--- src/rtl/adsr_pkg.sv ---
`timescale 1ns / 1ps
// Shared types and constants for the ADSR sine tone generator.
// No dependencies; every other file but adsr_div imports this package.
package adsr_pkg;

   localparam int OSC_BITS      = 32;
   localparam int GAIN_BITS     = 25;
   localparam int LEVEL_BITS    = 17;
   localparam int LEN_REG_BITS  = 24;
   localparam int PHASE_BITS    = 3;
   localparam int CSR_ADDR_BITS = 3;
   localparam int CSR_DATA_BITS = 32;

   // Envelope phase codes
   localparam logic [PHASE_BITS-1:0] PH_ATTACK  = 3'd0;
   localparam logic [PHASE_BITS-1:0] PH_DECAY   = 3'd1;
   localparam logic [PHASE_BITS-1:0] PH_SUSTAIN = 3'd2;
   localparam logic [PHASE_BITS-1:0] PH_RELEASE = 3'd3;
   localparam logic [PHASE_BITS-1:0] PH_SILENT  = 3'd4;

   // Register indexes
   localparam logic [CSR_ADDR_BITS-1:0] CSR_OSC_COEFF     = 3'd0;
   localparam logic [CSR_ADDR_BITS-1:0] CSR_OSC_START     = 3'd1;
   localparam logic [CSR_ADDR_BITS-1:0] CSR_ATTACK_LEN    = 3'd2;
   localparam logic [CSR_ADDR_BITS-1:0] CSR_DECAY_LEN     = 3'd3;
   localparam logic [CSR_ADDR_BITS-1:0] CSR_SUSTAIN_LEN   = 3'd4;
   localparam logic [CSR_ADDR_BITS-1:0] CSR_RELEASE_LEN   = 3'd5;
   localparam logic [CSR_ADDR_BITS-1:0] CSR_SUSTAIN_LEVEL = 3'd6;

   // Unity gain in Q1.24 and full-scale sustain level in Q1.16
   localparam logic [GAIN_BITS-1:0]  GAIN_ONE  = 25'h100_0000;
   localparam logic [LEVEL_BITS-1:0] LEVEL_MAX = 17'h1_0000;

   typedef struct packed {
      logic mul_restart;  // product <= coeff * start
      logic mul_tick;     // product <= coeff * prev1
      logic mul_sample;   // product <= prev1 * gain
      logic osc_reload;   // reload oscillator, clear envelope
      logic osc_advance;  // shift oscillator taps
      logic env_advance;  // take sample, ramp gain, count down
      logic env_enter;    // enter next non-empty phase
      logic step_load;    // take ramp step from divider
      logic out_load;     // load output register
   } adsr_cmd_type;

   typedef struct packed {
      logic silent;
      logic rem_last;
      logic need_div;
      logic div_busy;
   } adsr_sts_type;

endpackage

--- src/rtl/adsr_div.sv ---
`timescale 1ns / 1ps
// Restoring unsigned divider, one quotient bit per cycle.
// Standalone; used by adsr_dp for ramp steps.
module adsr_div #(
   parameter int NUM_BITS = 25,
   parameter int DEN_BITS = 24
) (
   input  logic                clock,
   input  logic                reset,
   input  logic                start,
   input  logic [NUM_BITS-1:0] num,
   input  logic [DEN_BITS-1:0] den,
   output logic                busy,
   output logic [NUM_BITS-1:0] quot
);

   localparam int CNT_BITS = $clog2(NUM_BITS + 1);

   logic                busy_ff;
   logic [CNT_BITS-1:0] count_ff;
   logic [DEN_BITS-1:0] rem_ff, rem_in;
   logic [DEN_BITS-1:0] den_ff;
   logic [NUM_BITS-1:0] quot_ff, quot_in;
   logic [DEN_BITS:0]   shifted, diff;
   logic                ge;

   always_comb begin
      shifted = {rem_ff, quot_ff[NUM_BITS-1]};
      diff    = shifted - {1'b0, den_ff};
      ge      = (shifted >= {1'b0, den_ff});
      rem_in  = ge ? diff[DEN_BITS-1:0] : shifted[DEN_BITS-1:0];
      quot_in = {quot_ff[NUM_BITS-2:0], ge};
   end

   always_ff @(posedge clock) begin
      if (reset) begin
         busy_ff  <= 1'b0;
         count_ff <= '0;
      end else if (start) begin
         busy_ff  <= 1'b1;
         count_ff <= CNT_BITS'(NUM_BITS);
      end else if (busy_ff) begin
         count_ff <= count_ff - 1'b1;
         if (count_ff == CNT_BITS'(1)) begin
            busy_ff <= 1'b0;
         end
      end
   end

   always_ff @(posedge clock) begin
      if (start) begin
         rem_ff  <= '0;
         den_ff  <= den;
         quot_ff <= num;
      end else if (busy_ff) begin
         rem_ff  <= rem_in;
         quot_ff <= quot_in;
      end
   end

   assign busy = busy_ff;
   assign quot = quot_ff;

endmodule

--- src/rtl/adsr_dp.sv ---
`timescale 1ns / 1ps
// Datapath: config registers, oscillator taps, shared multiplier, envelope state,
// output register. Depends on adsr_pkg and adsr_div.
module adsr_dp #(
   parameter int LEN_BITS    = 24,
   parameter int SAMPLE_BITS = 16
) (
   input  logic                                  clock,
   input  logic                                  reset,
   input  logic                                  csr_wr_en,
   input  logic [adsr_pkg::CSR_ADDR_BITS-1:0]    csr_addr,
   input  logic [adsr_pkg::CSR_DATA_BITS-1:0]    csr_wdata,
   input  adsr_pkg::adsr_cmd_type                cmd,
   output adsr_pkg::adsr_sts_type                sts,
   output logic signed [SAMPLE_BITS-1:0]         rsp_sample,
   output logic [adsr_pkg::PHASE_BITS-1:0]       rsp_phase,
   output logic                                  rsp_done_res,
   output logic                                  rsp_envelope_error
);

   import adsr_pkg::*;

   localparam int LW = (LEN_BITS < LEN_REG_BITS) ? LEN_BITS : LEN_REG_BITS;
   localparam int SMP_SHIFT = 55 - SAMPLE_BITS;
   localparam logic signed [63:0] Q30_HALF = 64'sd536870912;
   localparam logic signed [63:0] SMP_HALF = 64'sd1 <<< (SMP_SHIFT - 1);
   localparam logic signed [63:0] SMP_MAX  = (64'sd1 <<< (SAMPLE_BITS - 1)) - 64'sd1;
   localparam logic signed [63:0] SMP_MIN  = -SMP_MAX - 64'sd1;

   function automatic logic signed [OSC_BITS-1:0] sat_osc(input logic signed [34:0] v);
      if (v > 35'sd2147483647) begin
         return 32'sh7fff_ffff;
      end else if (v < -35'sd2147483648) begin
         return 32'sh8000_0000;
      end else begin
         return $signed(v[31:0]);
      end
   endfunction

   // Configuration
   logic signed [OSC_BITS-1:0] coeff_ff, start_ff;
   logic [LEN_REG_BITS-1:0]    att_len_ff, dec_len_ff, sus_len_ff, rel_len_ff;
   logic [LEVEL_BITS-1:0]      level_ff;

   // State
   logic signed [OSC_BITS-1:0] prev1_ff, prev2_ff;
   logic [PHASE_BITS-1:0]      phase_ff, entry_pt_ff;
   logic [LW-1:0]              rem_ff;
   logic [GAIN_BITS-1:0]       gain_ff, step_ff;
   logic                       error_ff;
   logic signed [63:0]         prod_ff;
   logic signed [SAMPLE_BITS-1:0] sample_ff;

   logic [LW-1:0] att_len, dec_len, sus_len, rel_len;
   logic [GAIN_BITS-1:0] level_gain;
   logic signed [OSC_BITS-1:0] mul_a, mul_b;
   logic signed [63:0] prod_q30_rnd, smp_rnd, smp_clamp;
   logic signed [33:0] osc_prod;
   logic signed [34:0] osc_prod_ext, osc_diff;
   logic [GAIN_BITS:0] gain_sum;
   logic [GAIN_BITS-1:0] gain_next;
   logic [LW-1:0] rem_next;

   logic [PHASE_BITS-1:0] ent_phase;
   logic                  ent_err, ent_need_div;
   logic [LW-1:0]         ent_len;
   logic [GAIN_BITS-1:0]  ent_gain, div_num, div_quot;
   logic                  div_busy;

   always_ff @(posedge clock) begin
      if (reset) begin
         coeff_ff   <= '0;
         start_ff   <= '0;
         att_len_ff <= '0;
         dec_len_ff <= '0;
         sus_len_ff <= LEN_REG_BITS'(1);
         rel_len_ff <= '0;
         level_ff   <= LEVEL_MAX;
      end else if (csr_wr_en) begin
         case (csr_addr)
            CSR_OSC_COEFF:     coeff_ff   <= $signed(csr_wdata[OSC_BITS-1:0]);
            CSR_OSC_START:     start_ff   <= $signed(csr_wdata[OSC_BITS-1:0]);
            CSR_ATTACK_LEN:    att_len_ff <= csr_wdata[LEN_REG_BITS-1:0];
            CSR_DECAY_LEN:     dec_len_ff <= csr_wdata[LEN_REG_BITS-1:0];
            CSR_SUSTAIN_LEN:   sus_len_ff <= csr_wdata[LEN_REG_BITS-1:0];
            CSR_RELEASE_LEN:   rel_len_ff <= csr_wdata[LEN_REG_BITS-1:0];
            CSR_SUSTAIN_LEVEL: level_ff   <= csr_wdata[LEVEL_BITS-1:0];
            default: ;
         endcase
      end
   end

   assign att_len = att_len_ff[LW-1:0];
   assign dec_len = dec_len_ff[LW-1:0];
   assign sus_len = sus_len_ff[LW-1:0];
   assign rel_len = rel_len_ff[LW-1:0];
   assign level_gain = (level_ff > LEVEL_MAX) ? {LEVEL_MAX, 8'h00} : {level_ff, 8'h00};

   // Shared multiplier, product registered
   always_comb begin
      mul_a = coeff_ff;
      mul_b = start_ff;
      if (cmd.mul_tick) begin
         mul_b = prev1_ff;
      end
      if (cmd.mul_sample) begin
         mul_a = prev1_ff;
         mul_b = $signed(32'(gain_ff));
      end
   end

   always_ff @(posedge clock) begin
      if (cmd.mul_restart || cmd.mul_tick || cmd.mul_sample) begin
         prod_ff <= mul_a * mul_b;
      end
   end

   // Round products: Q2.30 for the oscillator, Q1.(SAMPLE_BITS-1) for the sample
   always_comb begin
      prod_q30_rnd = prod_ff + Q30_HALF;
      osc_prod     = $signed(prod_q30_rnd[63:30]);
      osc_prod_ext = {osc_prod[33], osc_prod};
      osc_diff     = osc_prod_ext - {{3{prev2_ff[OSC_BITS-1]}}, prev2_ff};
      smp_rnd      = (prod_ff + SMP_HALF) >>> SMP_SHIFT;
      if (smp_rnd > SMP_MAX) begin
         smp_clamp = SMP_MAX;
      end else if (smp_rnd < SMP_MIN) begin
         smp_clamp = SMP_MIN;
      end else begin
         smp_clamp = smp_rnd;
      end
   end

   // Gain ramp and countdown
   always_comb begin
      gain_sum = {1'b0, gain_ff} + {1'b0, step_ff};
      case (phase_ff)
         PH_ATTACK: begin
            gain_next = (gain_sum > {1'b0, GAIN_ONE}) ? GAIN_ONE
                                                      : gain_sum[GAIN_BITS-1:0];
         end
         PH_DECAY, PH_RELEASE: begin
            gain_next = (gain_ff > step_ff) ? gain_ff - step_ff : '0;
         end
         default: gain_next = gain_ff;
      endcase
      rem_next = (rem_ff != '0) ? rem_ff - 1'b1 : rem_ff;
   end

   // Resolve the first non-empty phase from the entry point
   always_comb begin
      ent_phase = PH_SILENT;
      ent_err   = 1'b0;
      case (entry_pt_ff)
         PH_ATTACK: begin
            if (att_len != '0) ent_phase = PH_ATTACK;
            else if (dec_len != '0) ent_phase = PH_DECAY;
            else if (sus_len != '0) ent_phase = PH_SUSTAIN;
            else ent_err = 1'b1;
         end
         PH_DECAY: begin
            if (dec_len != '0) ent_phase = PH_DECAY;
            else if (sus_len != '0) ent_phase = PH_SUSTAIN;
            else ent_err = 1'b1;
         end
         PH_SUSTAIN: begin
            if (sus_len != '0) ent_phase = PH_SUSTAIN;
            else ent_err = 1'b1;
         end
         PH_RELEASE: begin
            if (rel_len != '0) ent_phase = PH_RELEASE;
         end
         default: ;
      endcase

      ent_len      = '0;
      ent_gain     = gain_ff;
      div_num      = GAIN_ONE;
      ent_need_div = 1'b0;
      case (ent_phase)
         PH_ATTACK: begin
            ent_len      = att_len;
            ent_gain     = '0;
            ent_need_div = 1'b1;
         end
         PH_DECAY: begin
            ent_len      = dec_len;
            ent_gain     = GAIN_ONE;
            div_num      = GAIN_ONE - level_gain;
            ent_need_div = 1'b1;
         end
         PH_SUSTAIN: begin
            ent_len  = sus_len;
            ent_gain = level_gain;
         end
         PH_RELEASE: begin
            ent_len      = rel_len;
            ent_gain     = level_gain;
            div_num      = level_gain;
            ent_need_div = 1'b1;
         end
         default: ;
      endcase
   end

   adsr_div #(
      .NUM_BITS (GAIN_BITS),
      .DEN_BITS (LW)
   ) u_div (
      .clock (clock),
      .reset (reset),
      .start (cmd.env_enter & ent_need_div),
      .num   (div_num),
      .den   (ent_len),
      .busy  (div_busy),
      .quot  (div_quot)
   );

   // Oscillator and envelope state
   always_ff @(posedge clock) begin
      if (reset) begin
         prev1_ff    <= '0;
         prev2_ff    <= '0;
         phase_ff    <= PH_SUSTAIN;
         entry_pt_ff <= PH_ATTACK;
         rem_ff      <= LW'(1);
         gain_ff     <= GAIN_ONE;
         step_ff     <= '0;
         error_ff    <= 1'b0;
      end else begin
         if (cmd.osc_reload) begin
            prev1_ff    <= start_ff;
            prev2_ff    <= sat_osc(osc_prod_ext);
            error_ff    <= 1'b0;
            gain_ff     <= '0;
            step_ff     <= '0;
            entry_pt_ff <= PH_ATTACK;
         end
         if (cmd.osc_advance) begin
            prev2_ff <= prev1_ff;
            prev1_ff <= sat_osc(osc_diff);
         end
         if (cmd.env_advance) begin
            gain_ff     <= gain_next;
            rem_ff      <= rem_next;
            entry_pt_ff <= phase_ff + 3'd1;
         end
         if (cmd.env_enter) begin
            phase_ff <= ent_phase;
            rem_ff   <= ent_len;
            gain_ff  <= ent_gain;
            step_ff  <= '0;
            if (ent_err) begin
               error_ff <= 1'b1;
            end
         end
         if (cmd.step_load) begin
            step_ff <= div_quot;
         end
      end
   end

   // Sample and output register
   always_ff @(posedge clock) begin
      if (cmd.osc_advance) begin
         sample_ff <= '0;
      end
      if (cmd.env_advance) begin
         sample_ff <= smp_clamp[SAMPLE_BITS-1:0];
      end
      if (cmd.out_load) begin
         rsp_sample         <= sample_ff;
         rsp_phase          <= phase_ff;
         rsp_done_res       <= (phase_ff == PH_SILENT);
         rsp_envelope_error <= error_ff;
      end
   end

   assign sts.silent   = (phase_ff == PH_SILENT);
   assign sts.rem_last = (rem_ff <= LW'(1));
   assign sts.need_div = ent_need_div;
   assign sts.div_busy = div_busy;

   a_gain_bounded: assert property (@(posedge clock) disable iff (reset)
      gain_ff <= GAIN_ONE)
      else $error("envelope gain above unity");

   a_silent_no_step: assert property (@(posedge clock) disable iff (reset)
      (step_ff != '0) |-> (phase_ff != PH_SILENT))
      else $error("ramp step left set in silent phase");

endmodule

--- src/rtl/adsr_ctrl.sv ---
`timescale 1ns / 1ps
// Controller: sequences restart, oscillator step, envelope step, phase entry
// and output hand-off. Depends on adsr_pkg.
module adsr_ctrl (
   input  logic                   clock,
   input  logic                   reset,
   input  logic                   req_valid,
   output logic                   req_stall,
   input  logic                   req_restart,
   output logic                   rsp_valid,
   input  logic                   rsp_stall,
   input  adsr_pkg::adsr_sts_type sts,
   output adsr_pkg::adsr_cmd_type cmd
);

   import adsr_pkg::*;

   localparam logic [3:0] ST_IDLE   = 4'd0;
   localparam logic [3:0] ST_R_MUL  = 4'd1;
   localparam logic [3:0] ST_R_LOAD = 4'd2;
   localparam logic [3:0] ST_ENTER  = 4'd3;
   localparam logic [3:0] ST_DIV    = 4'd4;
   localparam logic [3:0] ST_T_MUL  = 4'd5;
   localparam logic [3:0] ST_T_OSC  = 4'd6;
   localparam logic [3:0] ST_T_SMUL = 4'd7;
   localparam logic [3:0] ST_T_ENV  = 4'd8;
   localparam logic [3:0] ST_OUT    = 4'd9;

   logic [3:0] state_ff, state_in;
   logic [3:0] ret_state;
   logic       in_tick_ff, in_tick_in;
   logic       rsp_valid_ff, rsp_valid_in;
   logic       out_free;

   assign out_free  = !rsp_valid_ff || !rsp_stall;
   assign ret_state = in_tick_ff ? ST_OUT : ST_T_MUL;

   always_comb begin
      state_in   = state_ff;
      in_tick_in = in_tick_ff;
      cmd        = '0;
      case (state_ff)
         ST_IDLE: begin
            if (req_valid) begin
               in_tick_in = 1'b0;
               state_in   = req_restart ? ST_R_MUL : ST_T_MUL;
            end
         end
         ST_R_MUL: begin
            cmd.mul_restart = 1'b1;
            state_in        = ST_R_LOAD;
         end
         ST_R_LOAD: begin
            cmd.osc_reload = 1'b1;
            state_in       = ST_ENTER;
         end
         ST_ENTER: begin
            cmd.env_enter = 1'b1;
            state_in      = sts.need_div ? ST_DIV : ret_state;
         end
         ST_DIV: begin
            if (!sts.div_busy) begin
               cmd.step_load = 1'b1;
               state_in      = ret_state;
            end
         end
         ST_T_MUL: begin
            cmd.mul_tick = 1'b1;
            in_tick_in   = 1'b1;
            state_in     = ST_T_OSC;
         end
         ST_T_OSC: begin
            cmd.osc_advance = 1'b1;
            state_in        = sts.silent ? ST_OUT : ST_T_SMUL;
         end
         ST_T_SMUL: begin
            cmd.mul_sample = 1'b1;
            state_in       = ST_T_ENV;
         end
         ST_T_ENV: begin
            cmd.env_advance = 1'b1;
            state_in        = sts.rem_last ? ST_ENTER : ST_OUT;
         end
         ST_OUT: begin
            if (out_free) begin
               cmd.out_load = 1'b1;
               state_in     = ST_IDLE;
            end
         end
         default: state_in = ST_IDLE;
      endcase
   end

   always_comb begin
      rsp_valid_in = rsp_valid_ff;
      if (cmd.out_load) begin
         rsp_valid_in = 1'b1;
      end else if (!rsp_stall) begin
         rsp_valid_in = 1'b0;
      end
   end

   always_ff @(posedge clock) begin
      if (reset) begin
         state_ff     <= ST_IDLE;
         in_tick_ff   <= 1'b0;
         rsp_valid_ff <= 1'b0;
      end else begin
         state_ff     <= state_in;
         in_tick_ff   <= in_tick_in;
         rsp_valid_ff <= rsp_valid_in;
      end
   end

   assign req_stall = (state_ff != ST_IDLE);
   assign rsp_valid = rsp_valid_ff;

   a_no_overwrite: assert property (@(posedge clock) disable iff (reset)
      cmd.out_load |-> (!rsp_valid_ff || !rsp_stall))
      else $error("output register loaded while result still held");

   a_div_started: assert property (@(posedge clock) disable iff (reset)
      (state_ff == ST_DIV && $past(state_ff) == ST_ENTER) |-> sts.div_busy)
      else $error("divider not running after phase entry");

   a_valid_from_out: assert property (@(posedge clock) disable iff (reset)
      $rose(rsp_valid_ff) |-> ($past(state_ff) == ST_OUT))
      else $error("result raised outside output state");

endmodule

--- src/rtl/adsr_sine_tone_generator.sv ---
`timescale 1ns / 1ps
// Top level of the ADSR-enveloped sine tone generator.
// Depends on adsr_pkg, adsr_ctrl, adsr_dp (and adsr_div below it).
//
//   channel | ports                               | direction
//   --------+-------------------------------------+----------
//   req     | req_valid req_stall req_restart     | in  (one item per sample tick)
//   rsp     | rsp_valid rsp_stall rsp_sample      | out (one item per tick)
//           | rsp_phase rsp_done_res              |
//           | rsp_envelope_error                  |
//   csr     | csr_wr_en csr_addr csr_wdata        | in  (write only)
//
// An ordinary tick runs the oscillator multiply, the oscillator update, the gain
// multiply, the envelope step and the output hand-off: one shared 32x32
// multiplier is used twice, once for the oscillator recursion and once for the
// envelope gain. A tick in the silent phase skips the gain multiply.
// Entering a ramp phase waits for the 25-step restoring divider that finds the
// ramp step; entering a flat or silent phase does not. A restart first reloads
// the oscillator and always enters a phase.
// Synchronous active-high reset leaves the block ready, with the envelope in
// sustain at unity gain. The next item is accepted while a result waits in the
// output register; a held result stalls only the hand-off of the following one.
module adsr_sine_tone_generator #(
   parameter int LEN_BITS    = 24,
   parameter int SAMPLE_BITS = 16
) (
   input  logic                               clock,
   input  logic                               reset,
   input  logic                               req_valid,
   output logic                               req_stall,
   input  logic                               req_restart,
   output logic                               rsp_valid,
   input  logic                               rsp_stall,
   output logic signed [SAMPLE_BITS-1:0]      rsp_sample,
   output logic [adsr_pkg::PHASE_BITS-1:0]    rsp_phase,
   output logic                               rsp_done_res,
   output logic                               rsp_envelope_error,
   input  logic                               csr_wr_en,
   input  logic [adsr_pkg::CSR_ADDR_BITS-1:0] csr_addr,
   input  logic [adsr_pkg::CSR_DATA_BITS-1:0] csr_wdata
);

   import adsr_pkg::*;

   adsr_cmd_type cmd;
   adsr_sts_type sts;

   // Sequencer: owns the handshakes and steps the datapath
   adsr_ctrl u_ctrl (
      .clock       (clock),
      .reset       (reset),
      .req_valid   (req_valid),
      .req_stall   (req_stall),
      .req_restart (req_restart),
      .rsp_valid   (rsp_valid),
      .rsp_stall   (rsp_stall),
      .sts         (sts),
      .cmd         (cmd)
   );

   // Arithmetic, state, config registers and output register
   adsr_dp #(
      .LEN_BITS    (LEN_BITS),
      .SAMPLE_BITS (SAMPLE_BITS)
   ) u_dp (
      .clock              (clock),
      .reset              (reset),
      .csr_wr_en          (csr_wr_en),
      .csr_addr           (csr_addr),
      .csr_wdata          (csr_wdata),
      .cmd                (cmd),
      .sts                (sts),
      .rsp_sample         (rsp_sample),
      .rsp_phase          (rsp_phase),
      .rsp_done_res       (rsp_done_res),
      .rsp_envelope_error (rsp_envelope_error)
   );

endmodule

--- config.mk ---
export PLATFORM = sky130hd
export DESIGN_NAME = adsr_sine_tone_generator
export DESIGN_NICKNAME = d
export VERILOG_FILES = /design/src/rtl/adsr_pkg.sv /design/src/rtl/adsr_div.sv /design/src/rtl/adsr_dp.sv /design/src/rtl/adsr_ctrl.sv /design/src/rtl/adsr_sine_tone_generator.sv
export SDC_FILE = /design/constraint.sdc
export NUM_CORES = 2
export LEC_CHECK = 0
export ABC_CLOCK_PERIOD_IN_PS = 8950
export BUFFER_PORTS_ARGS = -buffer_cell sky130_fd_sc_hd__buf_2
export CORE_MARGIN = 4
export CORE_UTILIZATION = 48
export DETAILED_ROUTE_END_ITERATION = 8
export PLACE_DENSITY = 0.72
export RECOVER_POWER = 100
export SLEW_MARGIN = 20
export SYNTH_ARGS = -nofsm -noshare
export SYNTH_HDL_FRONTEND = slang
export SYNTH_SLANG_ARGS = --single-unit
--- constraint.sdc ---
create_clock -name clock -period 8.95 [get_ports clock]
set_clock_uncertainty 0.1 [all_clocks]
set_input_delay 1.3425 -clock clock [delete_from_list [all_inputs] [get_ports clock]]
set_output_delay 1.3425 -clock clock [all_outputs]
set_load 0.005 [all_outputs]
==> results.cfg <==
[grt]
antenna_found_initial = 6
grtUsageTotal_pct = 31.6
grt_max_degree = 138
globalRouteOverflowTotal = 0
grt_pass1_wl_um = 328000
grt_pass1_vias = 55285

[die]
initial_utilization_pct = 48.5
rows = 131
core_um2 = 128000
ios = 64
die_w_um = 368
dieHeight_um = 368
dieArea_um2 = 135000

[yosys]
ys_seq_elements = 479
synthTopCellsByCount = nand2_1, inv_1, fa_1
ys.flop_type = dfxtp_1
synth_area_um2 = 62100
synth_fp_nets = 8652
syn_area_per_cell_um2 = 8.59
ys_warn_count = 0
synth_top_area_cell = fa_1
yosysSeqAreaShare_pct = 17.4
synthArstFlopShare_pct = 0
synth_cells = 7227
netlist_top_cells_area = fa_1, dfxtp_1, nand2_1
synth.most_common_cell = nand2_1
synth_edf_count = 121
synth_top_area_share_pct = 35.0
synth_cell_types = 93

[timing]
tightest_slew_ns = 6.89
slew_viol_final = 485
clock.fmax_mhz = 112
hold_viol = 0
fin_crit_sh_pct = 100
fin_ws_ns = -0.00439
setup_violations = 1
slew_headroom_pct = -360
period_needed_ns = 8.95
rsz0062_at_grt = yes

[clock_tree]
cts_root_buf = clkbuf_16
path_clk_slew_ns = 0.06
cts_max_level = 2
cts_tree = yes
cts_made_buffers = 49
clockBufferDepth = 3
cts.sinks = 479
clk_latency_ns = 0.61

[setup_path]
critical_path_buf_inv_count = 10
start_kind = register
cp_max_fo = 13
cpPeakStageDelay_ns = 0.59
critPathMostFrequentCell = fa_1
cp-end-kind = register
cp_top_family = adder cells
crit_type = register to register
crit_required_ns = 9.21
arrival_ns = 9.21
critPathSlowestCell = fa_1

[final_layout]
fillCellCount = 11653
drive_gt1_share_pct = 11.5
nNetsFinal = 8982
register_area_um2 = 10800
layout-area-overhead-vs-synth_pct = 13.0
utilization_pct = 54.8
multi_input_area_um2 = 46000

[route]
drt_first_pass_iters = 8
avgViaCountPerCell = 5.72
wl_per_cell_um = 23.0
drtIter0Drc = 5345
route.detailed.drc = 0
vias = 53353
ant_nets = 0
wirelength_um = 214000

[placement]
dp_hpwl_um = 177000
io_buffers = 63
place_congestion = 1.01
place_ws_ns = -0.593

[pwr]
vdd_ir_drop_max_uv = 176
power.leakage_nw = 31.3
cellPowerDensity_nw_per_um2 = 122

[outcome]
outcome = finished, violations left
failed_checks = max-capacitance violations, max-slew violations, negative setup slack

[worst_hold_path]
hp-class = register to register

[flow_run]
cap_violations = 7
[stage by stage]
step / hold WS [ns] / total power [W] / instance area, um^2 / TNS [ns] / std cells
2_1_floorplan: 0.300 / 0.00525 / 62100 / 0 / 7227
3_3_place_gp: 0.308 / 0.00639 / 68100 / -2.60 / 9224
3_5_place_dp: 0.305 / 0.00644 / 68100 / -4.79 / 9224
4_1_cts: 0.321 / 0.00854 / 69900 / 0 / 9316
5_1_grt: 0.327 / 0.00907 / 70100 / -0.569 / 9326
6_report: 0.320 / 0.00859 / 70200 / -0.00439 / 9330
[routing by layer]
layer  vias up  track usage [%]  routed length (um)
met5         -                0                  29
met4         6             21.7               19100
met3       766             5.44               17300
met2      2532             51.3               98400
met1     26403             38.4               79400
li1      23646                -                   -
[cell usage in the layout, fill, tap and decap left out, types with 20 or more instances in the layout]
cell and n:
a211oi_1 45, a21boi_0 29, a21o_1 69, a21oi_1 449, a221oi_1 36, a222oi_1 26
a31oi_1 23, and3_1 28, buf_12 39, buf_2 49, buf_4 526, clkbuf_1 32
clkbuf_16 53, dfxtp_1 357, edfxtp_1 121, fa_1 1077, ha_1 297, inv_1 1139
mux2_2 31, mux2i_1 41, nand2_1 1216, nand2b_1 33, nand3_1 98, nand4_1 36
nor2_1 751, nor2b_1 29, nor3_1 58, nor4_1 41, o21a_1 42, o21ai_0 176
o21ai_1 30, o221ai_1 32, o31ai_1 21, or3_1 20, xnor2_1 127, xor2_1 50
[final timing paths]
check,cells past startpoint,to,from,slack [ns]
max,34,u_dp.prod_ff[62]$_DFFE_PP_,u_ctrl.state_ff[3]$_SDFFE_PP0P_,-0.004
min,0,u_dp.rsp_sample[9]$_DFFE_PP_,u_dp.sample_ff[9]$_SDFFCE_PN0P_,0.32
max reg2reg,34,u_dp.prod_ff[62]$_DFFE_PP_,u_ctrl.state_ff[3]$_SDFFE_PP0P_,-0.004
min reg2reg,0,u_dp.rsp_sample[9]$_DFFE_PP_,u_dp.sample_ff[9]$_SDFFCE_PN0P_,0.32
[kinds of logic (layout without fill, tap and decap cells)]
family	after synthesis	in the layout	synth area share (%)
AOI/OAI and AO/OA	1171	1171	12.1
xor gates and xnor gates	178	178	2.51
adders and majority gates	1384	1384	41.0
buffers and inverters	1516	1886	9.25
DFF	479	479	17.4
muxes	100	100	1.68
other	0	4	0
and+or+nand+nor	2399	2399	16.0
[final cells by class]
cell class              instances  area share, %
clock buffers                  71           2.04
multi-input cells            5232           65.6
inverters                    1143           6.12
diodes                          4         0.0143
well taps                    1729           3.08
flip-flops and latches        479           15.4
repair buffers                652           7.49
clock inverters                20          0.275
[report_power, final]
part	internal [W]	leakage (nW)	switching, W
registers	0.00248	4.01	0.000256
logic	0.00136	26.5	0.00239
clock network	0.00118	0.802	0.000918
total	0.00502	31.3	0.00357
[state kept, by name, summed over array words and instances, names as in the netlist, 3 cells and up]
name	flops
u_dp.level_ff	17
u_dp.u_div.den_ff	24
u_dp.entry_pt_ff	3
u_dp.rsp_sample	16
u_dp.rsp_phase	3
u_dp.dec_len	24
u_dp.prev2_ff	32
u_dp.prod_ff	35
u_dp.prev1_ff	32
u_dp.gain_ff	25
u_dp.u_div.quot	25
u_dp.start_ff	32
u_dp.rem_ff	24
u_dp.phase_ff	3
u_dp.att_len	24
u_dp.rel_len	24
u_dp.u_div.count_ff	5
u_ctrl.state_ff	4
u_dp.u_div.rem_ff	24
u_dp.step_ff	25
u_dp.sus_len	24
u_dp.coeff_ff	32
u_dp.sample_ff	16
[repair_timing]
| item | in CTS | in global routing |
|---|---|---|
| pin swaps | 4 | 8 |
| buffers inserted | 1 | 9 |
| setup endpoints to repair | 20 | 19 |
| cloned | 0 | 1 |
| hold buffers | 0 | 0 |
| gates resized for setup | 15 | 65 |
(Power assumes the default switching activity.)
